===== src/color_vision_contrast_filter_core_assert.svh =====
// Assertion macros shared by the filter modules.
`ifndef COLOR_VISION_CONTRAST_FILTER_CORE_ASSERT_SVH
`define COLOR_VISION_CONTRAST_FILTER_CORE_ASSERT_SVH

// Same-cycle implication.
`define CVCF_ASSERT_IMP(label, clk, rst, pre, post, msg) \
  label: assert property (@(posedge clk) disable iff (rst) (pre) |-> (post)) \
    else $error(msg);

// Next-cycle implication.
`define CVCF_ASSERT_NXT(label, clk, rst, pre, post, msg) \
  label: assert property (@(posedge clk) disable iff (rst) (pre) |=> (post)) \
    else $error(msg);

`endif


===== src/cvcf_pkg.sv =====
`default_nettype none

package cvcf_pkg;

  localparam int CVCF_CHANNEL_BITS   = 8;
  localparam int CVCF_COEF_FRAC_BITS = 10;

  typedef enum logic [1:0] {
    MODE_NONE,
    MODE_PROTAN,
    MODE_DEUTAN,
    MODE_TRITAN
  } mode_t;

  typedef struct packed {
    mode_t mode;
    logic  contrast;
  } ctrl_t;

  localparam int   CFG_DATA_BITS     = 2;
  localparam logic CFG_VISION_MODE   = 1'b0;
  localparam logic CFG_HIGH_CONTRAST = 1'b1;

  // Mix weights in thousandths.
  localparam int PROTAN_R_R = 567;
  localparam int PROTAN_R_G = 433;
  localparam int PROTAN_G_G = 558;
  localparam int PROTAN_G_R = 442;
  localparam int DEUTAN_R_R = 625;
  localparam int DEUTAN_R_G = 375;
  localparam int DEUTAN_G_G = 700;
  localparam int DEUTAN_G_R = 300;
  localparam int TRITAN_G_G = 950;
  localparam int TRITAN_G_B = 50;
  localparam int TRITAN_B_B = 433;
  localparam int TRITAN_B_G = 567;

  // Rounds a weight in thousandths to frac_bits fraction bits, halves up.
  function automatic int coef(input int milli, input int frac_bits);
    return (milli * (1 << frac_bits) + 500) / 1000;
  endfunction

endpackage

`default_nettype wire


===== src/color_vision_contrast_filter_core.sv =====
// Color vision filter: takes one RGB pixel per item and returns one adjusted pixel
// per item, at a sustained rate of one item per clock while the output is not
// stalled. The pipeline has three register stages, one each for the first channel
// mix, the second channel mix and the contrast curve; an accepted item passes
// through them in that order before it is offered at the output. A stage that holds
// no item accepts a new one even while the output waits, so bubbles close up under
// stall. The vision mode and high contrast registers are written through the plain
// write port and should only change while no item is in flight.
`default_nettype none
`include "color_vision_contrast_filter_core_assert.svh"

module color_vision_contrast_filter_core
  import cvcf_pkg::*;
#(
  parameter int CHANNEL_BITS   = CVCF_CHANNEL_BITS,
  parameter int COEF_FRAC_BITS = CVCF_COEF_FRAC_BITS
) (
  input  wire logic                     clk,
  input  wire logic                     rst,
  input  wire logic                     cfg_write,
  input  wire logic                     cfg_index,
  input  wire logic [CFG_DATA_BITS-1:0] cfg_data,
  input  wire logic                     in_valid,
  output logic                          in_stall,
  input  wire logic [CHANNEL_BITS-1:0]  red_in,
  input  wire logic [CHANNEL_BITS-1:0]  green_in,
  input  wire logic [CHANNEL_BITS-1:0]  blue_in,
  output logic                          out_valid,
  input  wire logic                     out_stall,
  output logic [CHANNEL_BITS-1:0]       red_out,
  output logic [CHANNEL_BITS-1:0]       green_out,
  output logic [CHANNEL_BITS-1:0]       blue_out
);

  ctrl_t cfg;
  ctrl_t ctrl1;
  ctrl_t ctrl2;

  logic                    valid1;
  logic                    valid2;
  logic                    ready1;
  logic                    ready2;
  logic                    ready3;
  logic [CHANNEL_BITS-1:0] red1;
  logic [CHANNEL_BITS-1:0] green1;
  logic [CHANNEL_BITS-1:0] blue1;
  logic [CHANNEL_BITS-1:0] red2;
  logic [CHANNEL_BITS-1:0] green2;
  logic [CHANNEL_BITS-1:0] blue2;

  always_ff @(posedge clk) begin
    if (rst) begin
      cfg.mode     <= MODE_NONE;
      cfg.contrast <= 1'b0;
    end else if (cfg_write) begin
      unique case (cfg_index)
        CFG_VISION_MODE:   cfg.mode     <= mode_t'(cfg_data[1:0]);
        CFG_HIGH_CONTRAST: cfg.contrast <= cfg_data[0];
      endcase
    end
  end

  assign ready3   = !out_valid || !out_stall;
  assign ready2   = !valid2 || ready3;
  assign ready1   = !valid1 || ready2;
  assign in_stall = !ready1;

  cvcf_mix_stage #(
    .CHANNEL_BITS  (CHANNEL_BITS),
    .COEF_FRAC_BITS(COEF_FRAC_BITS),
    .STEP          (0)
  ) u_mix_first (
    .clk     (clk),
    .rst     (rst),
    .load    (ready1),
    .valid_in(in_valid),
    .ctrl_in (cfg),
    .red_in  (red_in),
    .green_in(green_in),
    .blue_in (blue_in),
    .valid   (valid1),
    .ctrl    (ctrl1),
    .red     (red1),
    .green   (green1),
    .blue    (blue1)
  );

  cvcf_mix_stage #(
    .CHANNEL_BITS  (CHANNEL_BITS),
    .COEF_FRAC_BITS(COEF_FRAC_BITS),
    .STEP          (1)
  ) u_mix_second (
    .clk     (clk),
    .rst     (rst),
    .load    (ready2),
    .valid_in(valid1),
    .ctrl_in (ctrl1),
    .red_in  (red1),
    .green_in(green1),
    .blue_in (blue1),
    .valid   (valid2),
    .ctrl    (ctrl2),
    .red     (red2),
    .green   (green2),
    .blue    (blue2)
  );

  cvcf_curve_stage #(
    .CHANNEL_BITS(CHANNEL_BITS)
  ) u_curve (
    .clk     (clk),
    .rst     (rst),
    .load    (ready3),
    .valid_in(valid2),
    .ctrl_in (ctrl2),
    .red_in  (red2),
    .green_in(green2),
    .blue_in (blue2),
    .valid   (out_valid),
    .red     (red_out),
    .green   (green_out),
    .blue    (blue_out)
  );

  `CVCF_ASSERT_IMP(a_bubble_accepts, clk, rst, !valid1 || !valid2 || !out_valid, !in_stall, "Input stalled with an empty stage.")
  `CVCF_ASSERT_NXT(a_stage_holds, clk, rst, valid2 && !ready2, valid2, "Item lost in a stalled stage.")

endmodule

`default_nettype wire


===== src/cvcf_mix_stage.sv =====
`default_nettype none
`include "color_vision_contrast_filter_core_assert.svh"

module cvcf_mix_stage
  import cvcf_pkg::*;
#(
  parameter int CHANNEL_BITS   = CVCF_CHANNEL_BITS,
  parameter int COEF_FRAC_BITS = CVCF_COEF_FRAC_BITS,
  parameter int STEP           = 0
) (
  input  wire logic                    clk,
  input  wire logic                    rst,
  input  wire logic                    load,
  input  wire logic                    valid_in,
  input  wire ctrl_t                   ctrl_in,
  input  wire logic [CHANNEL_BITS-1:0] red_in,
  input  wire logic [CHANNEL_BITS-1:0] green_in,
  input  wire logic [CHANNEL_BITS-1:0] blue_in,
  output logic                         valid,
  output ctrl_t                        ctrl,
  output logic [CHANNEL_BITS-1:0]      red,
  output logic [CHANNEL_BITS-1:0]      green,
  output logic [CHANNEL_BITS-1:0]      blue
);

  localparam int W  = CHANNEL_BITS;
  localparam int CW = COEF_FRAC_BITS + 1;
  localparam int PW = W + CW;
  localparam int SW = PW + 1;

  localparam logic [CW-1:0] CA_P = CW'(coef(STEP == 0 ? PROTAN_R_R : PROTAN_G_G,
                                            COEF_FRAC_BITS));
  localparam logic [CW-1:0] CB_P = CW'(coef(STEP == 0 ? PROTAN_R_G : PROTAN_G_R,
                                            COEF_FRAC_BITS));
  localparam logic [CW-1:0] CA_D = CW'(coef(STEP == 0 ? DEUTAN_R_R : DEUTAN_G_G,
                                            COEF_FRAC_BITS));
  localparam logic [CW-1:0] CB_D = CW'(coef(STEP == 0 ? DEUTAN_R_G : DEUTAN_G_R,
                                            COEF_FRAC_BITS));
  localparam logic [CW-1:0] CA_T = CW'(coef(STEP == 0 ? TRITAN_G_G : TRITAN_B_B,
                                            COEF_FRAC_BITS));
  localparam logic [CW-1:0] CB_T = CW'(coef(STEP == 0 ? TRITAN_G_B : TRITAN_B_G,
                                            COEF_FRAC_BITS));
  localparam logic [SW-1:0] HALF = SW'(1) << (COEF_FRAC_BITS - 1);

  logic [W-1:0]  op_a;
  logic [W-1:0]  op_b;
  logic [CW-1:0] coef_a;
  logic [CW-1:0] coef_b;
  logic [PW-1:0] prod_a;
  logic [PW-1:0] prod_b;
  logic [SW-1:0] sum;
  logic [W+1:0]  scaled;
  logic [W-1:0]  mixed;
  logic [W-1:0]  red_next;
  logic [W-1:0]  green_next;
  logic [W-1:0]  blue_next;

  always_comb begin
    op_a   = red_in;
    op_b   = green_in;
    coef_a = CA_P;
    coef_b = CB_P;
    if (STEP == 0) begin
      unique case (ctrl_in.mode)
        MODE_NONE: begin
          op_a = red_in;
          op_b = green_in;
        end
        MODE_PROTAN: begin
          op_a   = red_in;
          op_b   = green_in;
          coef_a = CA_P;
          coef_b = CB_P;
        end
        MODE_DEUTAN: begin
          op_a   = red_in;
          op_b   = green_in;
          coef_a = CA_D;
          coef_b = CB_D;
        end
        MODE_TRITAN: begin
          op_a   = green_in;
          op_b   = blue_in;
          coef_a = CA_T;
          coef_b = CB_T;
        end
      endcase
    end else begin
      unique case (ctrl_in.mode)
        MODE_NONE: begin
          op_a = green_in;
          op_b = red_in;
        end
        MODE_PROTAN: begin
          op_a   = green_in;
          op_b   = red_in;
          coef_a = CA_P;
          coef_b = CB_P;
        end
        MODE_DEUTAN: begin
          op_a   = green_in;
          op_b   = red_in;
          coef_a = CA_D;
          coef_b = CB_D;
        end
        MODE_TRITAN: begin
          op_a   = blue_in;
          op_b   = green_in;
          coef_a = CA_T;
          coef_b = CB_T;
        end
      endcase
    end
  end

  assign prod_a = PW'(op_a) * PW'(coef_a);
  assign prod_b = PW'(op_b) * PW'(coef_b);
  assign sum    = SW'(prod_a) + SW'(prod_b) + HALF;
  assign scaled = sum[SW-1:COEF_FRAC_BITS];
  assign mixed  = (|scaled[W+1:W]) ? {W{1'b1}} : scaled[W-1:0];

  always_comb begin
    red_next   = red_in;
    green_next = green_in;
    blue_next  = blue_in;
    unique case (ctrl_in.mode)
      MODE_NONE: begin
        red_next = red_in;
      end
      MODE_PROTAN, MODE_DEUTAN: begin
        if (STEP == 0) begin
          red_next = mixed;
        end else begin
          green_next = mixed;
        end
      end
      MODE_TRITAN: begin
        if (STEP == 0) begin
          green_next = mixed;
        end else begin
          blue_next = mixed;
        end
      end
    endcase
  end

  always_ff @(posedge clk) begin
    if (rst) begin
      valid <= 1'b0;
    end else if (load) begin
      valid <= valid_in;
    end
  end

  always_ff @(posedge clk) begin
    if (load) begin
      ctrl  <= ctrl_in;
      red   <= red_next;
      green <= green_next;
      blue  <= blue_next;
    end
  end

  `CVCF_ASSERT_NXT(a_mix_bypass, clk, rst, load && valid_in && ctrl_in.mode == MODE_NONE, red == $past(red_in) && green == $past(green_in) && blue == $past(blue_in), "Pixel changed with no vision mode.")

endmodule

`default_nettype wire


===== src/cvcf_curve_stage.sv =====
`default_nettype none
`include "color_vision_contrast_filter_core_assert.svh"

module cvcf_curve_stage
  import cvcf_pkg::*;
#(
  parameter int CHANNEL_BITS = CVCF_CHANNEL_BITS
) (
  input  wire logic                    clk,
  input  wire logic                    rst,
  input  wire logic                    load,
  input  wire logic                    valid_in,
  input  wire ctrl_t                   ctrl_in,
  input  wire logic [CHANNEL_BITS-1:0] red_in,
  input  wire logic [CHANNEL_BITS-1:0] green_in,
  input  wire logic [CHANNEL_BITS-1:0] blue_in,
  output logic                         valid,
  output logic [CHANNEL_BITS-1:0]      red,
  output logic [CHANNEL_BITS-1:0]      green,
  output logic [CHANNEL_BITS-1:0]      blue
);

  localparam int W = CHANNEL_BITS;
  localparam logic [W-1:0] MAXV = {W{1'b1}};

  logic apply;

  function automatic logic [W-1:0] curve(input logic [W-1:0] x);
    logic [W:0]   twice;
    logic [W:0]   plus_one;
    logic [W+2:0] six;
    logic [W+2:0] shifted;
    logic [W:0]   high;
    twice    = {x, 1'b0};
    plus_one = {1'b0, x} + (W+1)'(1);
    six      = ({3'b000, x} << 2) + ({3'b000, x} << 1);
    shifted  = six - (W+3)'(MAXV) + (W+3)'(2);
    high     = shifted[W+2:2];
    if (twice < {1'b0, MAXV}) begin
      return plus_one[W:1];
    end else if (high[W]) begin
      return MAXV;
    end else begin
      return high[W-1:0];
    end
  endfunction

  assign apply = ctrl_in.contrast && (ctrl_in.mode != MODE_NONE);

  always_ff @(posedge clk) begin
    if (rst) begin
      valid <= 1'b0;
    end else if (load) begin
      valid <= valid_in;
    end
  end

  always_ff @(posedge clk) begin
    if (load) begin
      red   <= apply ? curve(red_in)   : red_in;
      green <= apply ? curve(green_in) : green_in;
      blue  <= apply ? curve(blue_in)  : blue_in;
    end
  end

  `CVCF_ASSERT_NXT(a_curve_bypass, clk, rst, load && valid_in && !ctrl_in.contrast, red == $past(red_in) && green == $past(green_in) && blue == $past(blue_in), "Curve applied with high contrast off.")

endmodule

`default_nettype wire

===== config.mk =====
export PLATFORM = sky130hd
export DESIGN_NAME = color_vision_contrast_filter_core
export DESIGN_NICKNAME = d
export VERILOG_FILES = /design/src/cvcf_pkg.sv /design/src/color_vision_contrast_filter_core.sv /design/src/cvcf_mix_stage.sv /design/src/cvcf_curve_stage.sv
export VERILOG_INCLUDE_DIRS = /design/src /design/src/src
export SDC_FILE = /design/constraint.sdc
export NUM_CORES = 1
export LEC_CHECK = 0
export BUFFER_PORTS_ARGS = -buffer_cell sky130_fd_sc_hd__buf_2
export CAP_MARGIN = 20
export CORE_ASPECT_RATIO = 1.5
export CORE_MARGIN = 2
export CORE_UTILIZATION = 65
export DETAILED_ROUTE_END_ITERATION = 7
export HOLD_SLACK_MARGIN = 0.12
export PLACE_DENSITY_LB_ADDON = 0.05
export SYNTH_ARGS = -nofsm -noshare
export SYNTH_HDL_FRONTEND = slang
export SYNTH_SLANG_ARGS = --single-unit

===== constraint.sdc =====
create_clock -name clk -period 11.44 [get_ports clk]
set_input_delay 1.144 -clock clk [delete_from_list [all_inputs] [get_ports clk]]
set_output_delay 1.144 -clock clk [all_outputs]
set_load 0.005 [all_outputs]

Word level (Yosys, flattened, before mapping)
Index checks and enable logic that the tools add are counted.
{ "totals": {"elab_cells": 91, "input_bits": 32, "register_bits": 84} }
{ "op_classes": {"n_lt_le_gt_ge": 3, "eq_ne": 6, "n_bitwise": 1, "muxes": 23, "addsub": 16, "reduce_logical": 20, "n_mul": 4} }
{ "ops": {"columns": ["op", "count"], "rows": [
  ["2-to-1 mux 8 bit", 15],
  ["case mux 8 bit (2 select lines)", 4],
  ["multiplier 8 x 10 -> 18 bit", 3],
  ["adder 19 x 19 -> 20 bit", 2],
  ["adder 20 x 10 -> 20 bit (second input constant)", 2],
  ["case mux 10 bit (2 select lines)", 2],
  ["case mux 9 bit (2 select lines)", 2],
  ["adder 10 x 9 -> 11 bit", 3],
  ["adder 11 x 2 -> 11 bit (second input constant)", 3],
  ["subtractor 11 x 8 -> 11 bit (second input constant)", 3],
  ["adder 8 x 1 -> 9 bit (second input constant)", 3],
  ["less-than comparator 9 x 8 -> 1 bit (second input constant)", 3],
  ["multiplier 8 x 9 -> 17 bit", 1],
  ["equality test 2 bit (second input constant)", 4],
  ["OR reduction 2 bit", 4],
  ["OR reduction 3 bit", 2],
  ["logical NOT 1 bit", 5],
  ["equality test 2 x 1 -> 1 bit (second input constant)", 2],
  ["logical NOT 2 bit", 2],
  ["AND reduction 2 bit", 2],
  ["logical OR 1 bit", 3],
  ["nonzero test 2 bit", 1],
  ["logical AND 1 bit", 1],
  ["inverter 1 bit", 1]
]} }

Longest topological paths before layout
{ "depth": {"depth_word": 9, "ltp_mapped": 34} }

Cells and area by module
A second synthesis with hierarchy kept.
{ "hier_totals": {"hier_cells": 1574, "area_unflattened_um2": 14831.7} }
{ "by_module_without_submodules": {"columns": ["module", "cells_per_inst", "n_inst", "area_per_inst_um2"], "rows": [
  ["cvcf_mix_stage (u_mix_second)", 669, 1, 6253.5],
  ["cvcf_mix_stage (u_mix_first)", 577, 1, 5454.0],
  ["cvcf_curve_stage", 311, 1, 2970.3],
  ["color_vision_contrast_filter_core", 17, 1, 153.9]
]} }

Worst setup path before layout
OpenSTA, ideal clock, no wires.
{ "synth_timing": {"kind": "in2reg", "startpoint": "input green_in[4]", "endpoint": "register u_mix_first.red[7], data pin", "cell_stages": 26, "setup_ns": 0.260, "slack_ns": 4.374, "t_arrival_ns": 6.807, "path_cell_list": "and2_1 > a21oi_1 > nor2_1 > fa_1 > inv_1 > fa_1 > inv_1 > fa_1 > fa_1 > ha_1 > nor3_1 > o211ai_1 > a31oi_1 > nor2b_1 > o21ai_0 > nor2b_1 > xnor2_1 > ha_1 > ha_1 > clkbuf_1 > a21oi_1 > o21ai_0 > a2111o_1 > o211ai_1 > nand2_1 > mux2_2"} }
{ "synth_between": {"elab_chain_cells": 7, "elab_cells_between_ends": 9, "cone_classes": "add/sub: 2; mul: 2; mux: 4; reduce/logical: 1"} }
{ "synth_rtl": {"columns": ["element", "line", "source"], "rows": [
  ["start: declaration", "color_vision_contrast_filter_core.sv:26", "input wire logic [CHANNEL_BITS-1:0] green_in,"],
  ["case mux 8 bit (2 select lines)", "cvcf_mix_stage.sv:64", "unique case (ctrl_in.mode)"],
  ["multiplier 8 x 10 -> 18 bit or multiplier 8 x 9 -> 17 bit (tied branches)", "cvcf_mix_stage.sv:116, cvcf_mix_stage.sv:117", null],
  ["adder 19 x 19 -> 20 bit *", "cvcf_mix_stage.sv:118", "assign sum = SW'(prod_a) + SW'(prod_b) + HALF;"],
  ["adder 20 x 10 -> 20 bit *", "cvcf_mix_stage.sv:118", null],
  ["OR reduction 2 bit", "cvcf_mix_stage.sv:120", "assign mixed = (|scaled[W+1:W]) ? {W{1'b1}} : scaled[W-1:0];"],
  ["2-to-1 mux 8 bit *", "cvcf_mix_stage.sv:120", null],
  ["2-to-1 mux 8 bit *", "cvcf_mix_stage.sv:126", "unique case (ctrl_in.mode)"],
  ["net u_mix_first.red_next[7]", "cvcf_mix_stage.sv:54", "logic [W-1:0] red_next;"],
  ["end signal: assignment", "cvcf_mix_stage.sv:158", "red <= red_next;"],
  ["end: declaration", "cvcf_mix_stage.sv:21", "output logic [CHANNEL_BITS-1:0] red,"]
]} }
Mark *: on every way through the listed nets, which the timed path passes. The rest lies on a longest branch.
A chain may end at the register's enable or synchronous reset.

Final worst setup path
{ "layout_timing": {"startpoint": "register u_mix_first.ctrl[2] in the netlist's numbering", "endpoint": "register u_mix_second.blue[2], data pin"} }
{ "layout_between": {"elab_chain_cells": 9, "elab_cells_between_ends": 16, "cone_classes": "add/sub: 2; mul: 2; eq/ne: 3; mux: 6; reduce/logical: 3"} }
{ "layout_rtl": {"columns": ["element", "line", "source"], "rows": [
  ["start: declaration", "cvcf_mix_stage.sv:20", "output ctrl_t ctrl,"],
  ["start signal: assignment", "cvcf_mix_stage.sv:157", "ctrl <= ctrl_in;"],
  ["equality test 2 x 1 -> 1 bit, or another cell as far along", "cvcf_mix_stage.sv:89", "unique case (ctrl_in.mode)"],
  ["OR reduction 3 bit (no line)", null, null],
  ["case mux 8 bit (2 select lines)", "cvcf_mix_stage.sv:89", null],
  ["multiplier 8 x 10 -> 18 bit (on tied branches)", "cvcf_mix_stage.sv:116, cvcf_mix_stage.sv:117", null],
  ["adder 19 x 19 -> 20 bit", "cvcf_mix_stage.sv:118", null],
  ["adder 20 x 10 -> 20 bit", "cvcf_mix_stage.sv:118", null],
  ["OR reduction 2 bit", "cvcf_mix_stage.sv:120", null],
  ["2-to-1 mux 8 bit", "cvcf_mix_stage.sv:120", null],
  ["2-to-1 mux 8 bit *", "cvcf_mix_stage.sv:126", null],
  ["net u_mix_second.blue_next[2]", "cvcf_mix_stage.sv:56", "logic [W-1:0] blue_next;"],
  ["end signal: assignment", "cvcf_mix_stage.sv:160", "blue <= blue_next;"],
  ["end: declaration", "cvcf_mix_stage.sv:23", "output logic [CHANNEL_BITS-1:0] blue"]
]} }
Marked as above.

==> impl_table.tex <==
\begin{tabular}{lr}
\hline
Metric & Value \\
\hline
\multicolumn{2}{l}{\textbf{Timing}} \\
Count of final setup violators & 0 \\
Slew margin rel. & 31.4\% \\
Transition time at the pin with the least slew margin & just over 1000 ps \\
Shortest clock period the worst path allows after layout & 8630 ps \\
Setup repair after global routing missed its margin & no \\
Total negative slack & 0 ps \\
Clock skew after layout & 9.09 ps \\
Max-slew violation total from the final report & 0 \\
FMAX & $\sim$120 MHz \\
Final Hold Fails & 0 \\
Final clock period utilization by the worst path & 75.5\% \\
\multicolumn{2}{l}{\textbf{Place}} \\
Final Wtd Congestion & 1.03 \\
HPWL reported at the end of detailed placement & about 34000 um \\
IO Port Bufs & 57 \\
\multicolumn{2}{l}{\textbf{Hold path}} \\
Hold Crit Start & cfg[0]\$\_SDFFE\_PP0P\_ \\
Class of the worst hold path & reg -> reg \\
\multicolumn{2}{l}{\textbf{Global routing}} \\
Met1 layer usage reported by global route & 30.4\% \\
Met2 GRT Util & 64.9\% \\
Global routing met3 resource utilization & 3.48\% \\
Largest net degree at the start of global routing & 57 \\
Number of antenna violations at the first check in global routing & 1 \\
Global-route wire length before repair & 62200 um \\
Via count of the first global-routing pass & 12700 \\
Busiest layer in global routing & met2 \\
Final global-route overflow total & 0 \\
GRT Overall Usage & between 30\% and 40\% \\
\multicolumn{2}{l}{\textbf{Logic synthesis}} \\
Synthesized instance count & 1646 \\
Synth Net Count & about 2100 \\
Leading register cell type out of synthesis & sky130\_fd\_sc\_hd\_\_edfxtp\_1 \\
Number of flops mapped to enable cells by yosys & 78 \\
Fraction of synthesis flops using an asynchronous set or reset pin & 0\% \\
Warnings from Yosys & 0 \\
Seq/Total Area, Yosys & 16.3\% \\
Yosys reg bits & 84 \\
Area of the mapped netlist & 0.0151 mm2 \\
Mean post-synth cell area & 9.17 um2 \\
Cell variety after synth & 66 \\
\multicolumn{2}{l}{\textbf{Clocking}} \\
Clock-pin slew on the worst setup and hold paths & roughly 70 ps \\
PostCTS Resize Cnt & 0 \\
Insertion delay to the later sink of the worst-skew pair & 350 ps \\
Clock tree from TritonCTS & built \\
Total number of H-tree levels & 3 \\
Post-CTS repair timing setup buffer count & 0 \\
Clock tree root buffer cell & sky130\_fd\_sc\_hd\_\_clkbuf\_16 \\
Max Root-Sink Buffers & 2 \\
TritonCTS buffer count & 9 \\
Hold Buf Count CTS & 0 \\
Clock net sink count & 84 \\
\multicolumn{2}{l}{\textbf{Cells and area}} \\
Fraction of final layout cells with drive strength greater than 1 & between 6 and 7\% \\
Area taken by multi-input logic gates & 0.0114 mm2 \\
Post-layout net count & between 2000 and 2500 \\
Commonest non-fill, non-tap cell in the layout & sky130\_fd\_sc\_hd\_\_ha\_1 \\
Fill cell count & 1870 \\
Register cell area after layout & 0.00246 mm2 \\
Layout overhead on the synthesized area & 5.95\% \\
Post-route core utilization & roughly 70\% \\
Commonest non-fill, non-tap cells in the layout & 306 x sky130\_fd\_sc\_hd\_\_ha\_1, 291 x sky130\_fd\_sc\_hd\_\_inv\_1, 139 x sky130\_fd\_sc\_hd\_\_fa\_1 \\
\multicolumn{2}{l}{\textbf{Floorplan}} \\
Floorplan row count & a little under 70 \\
Die outline area & 0.0245 mm2 \\
Floorplan core area & 0.0229 mm2 \\
Initial Utilization & approximately two thirds \\
Vert. Die Dim & 191 um \\
Width of the die & $\sim$130 um \\
I/O pin cnt & 58 \\
\multicolumn{2}{l}{\textbf{Drt}} \\
Count of nets left with antenna violations after detail routing & 0 \\
Count of routing violations after the opening detailed-route iteration & 479 \\
Routed wire length & 39200 um \\
Number of DRC violations after detailed routing & 0 \\
Total number of vias & 11800 \\
Wirelength per Cell & 19.8 um \\
Number of optimization iterations in the first detailed-route pass & 5 \\
Via density per instance & around 6 \\
\multicolumn{2}{l}{\textbf{Critical path}} \\
Stage delay of the slowest cell on the critical path & $\sim$760 ps \\
Cell at the slowest stage of the critical path & sky130\_fd\_sc\_hd\_\_a21oi\_1 \\
CP Data Arrival Time & $\sim$8700 ps \\
Crit path from & u\_mix\_first.ctrl[2]\$\_DFFE\_PN\_ \\
Startpoint of the worst-slack reg-to-reg timing path & u\_mix\_first.ctrl[2]\$\_DFFE\_PN\_ \\
Critical Path RT & 11530 ps \\
Critical path start-end classification & reg -> reg \\
Critical path startpoint category & flip-flop \\
Max Fanout on Critical Path & 56 \\
Type of element capturing the critical path & flip-flop \\
\multicolumn{2}{l}{\textbf{Outcome}} \\
Result of the run & completed \\
\multicolumn{2}{l}{\textbf{Run}} \\
Max Cap Violations & 0 \\
\hline
\end{tabular}
[cells in the mapped netlist, drive strengths merged (10+ instances only)]
master | number | area, um2
nor2 | 118 | 443
a21oi | 89 | 445
xor2 | 33 | 289
xnor2 | 56 | 490
ha | 306 | 3830
nand2b | 18 | 113
a21o | 34 | 255
o211ai | 12 | 90.1
nor3 | 21 | 105
nand3 | 22 | 110
o22ai | 12 | 75.1
or2 | 15 | 93.8
o21ai | 64 | 324
inv | 291 | 1090
fa | 139 | 2780
o21bai | 10 | 75.1
clkbuf | 28 | 105
and2 | 31 | 194
nand2 | 79 | 297
o21a | 25 | 188
nor2b | 33 | 206
a31oi | 22 | 153
edfxtp | 78 | 2340
[cell families (layout without fill, tap and decap cells)]
logic type	Yosys count	after routing	share of synthesized area (%)
AO/OA/AOI/OAI	323	323	13.9
XOR/XNOR	89	89	5.16
adder cells (fa/ha/maj)	445	445	43.8
buffers and inverters	323	370	8.04
flip-flops	84	84	16.3
multiplexers	14	14	0.986
other	0	1	0
AND/OR/NAND/NOR	368	368	11.8
[sequential cells by signal, indices dropped and copies added (netlist names)]
register,count
u_mix_second.blue,8
u_mix_second.red,8
u_curve.red,8
u_mix_first.blue,8
u_mix_first.ctrl,3
u_mix_first.red,8
u_curve.blue,8
u_mix_second.ctrl,3
u_curve.green,8
u_curve.valid,1
u_mix_second.valid,1
cfg,3
u_mix_first.valid,1
u_mix_first.green,8
u_mix_second.green,8
[final timing paths]
check,end,slack [ps],depth (start not counted)
worst max-delay path,u_mix_second.blue[2]$_DFFE_PP_,2810,27
worst min-delay path,u_mix_first.ctrl[0]$_DFFE_PN_,430,0
worst min register to register,u_mix_first.ctrl[0]$_DFFE_PN_,430,0
worst max register to register,u_mix_second.blue[2]$_DFFE_PP_,2810,27
[worst max-delay path: cells and delay by family, from the launching register on]
kind                       cells  cell delay, ps
adders and majority gates      8            3250
AOI/OAI and AO/OA             11            3160
buffers and inverters          4             620
DFF                            1             440
and+or+nand+nor                2             390
muxes                          1             340
xor gates and xnor gates       1             150
[metal layers]
layer	share of wire, %	vias to the layer above	wire, um
met5	0	-	0
met3	3.4	182	1320
met2	55	384	21400
met4	9.5	0	3740
met1	32	5602	12700
li1	-	5663	-
[cell type report]
class | instances | area share [%]
clock inverters | 5 | 0.485
clock buffers | 10 | 1.43
repair buffers | 64 | 2.24
well taps | 280 | 2.19
flip-flops and latches | 84 | 15.4
inverters | 291 | 6.83
multi-input cells | 1239 | 71.4
diodes | 1 | 0.0156
[per-stage QoR]
step | cells | cell area, um2 | setup slack [ps] | hold slack [ps]
2_1_floorplan | 1646 | 15100 | 4370 | 400
3_3_place_gp | 1957 | 15700 | 2960 | 421
3_5_place_dp | 1957 | 15700 | 2960 | 419
4_1_cts | 1972 | 16000 | 2890 | 436
5_1_grt | 1974 | 16000 | 2190 | 444
6_report | 1974 | 16000 | 2810 | 433
Power is left out: the tool's default activity adds up to more than one toggle a clock period on the data nets, which glitch-free logic cannot reach.
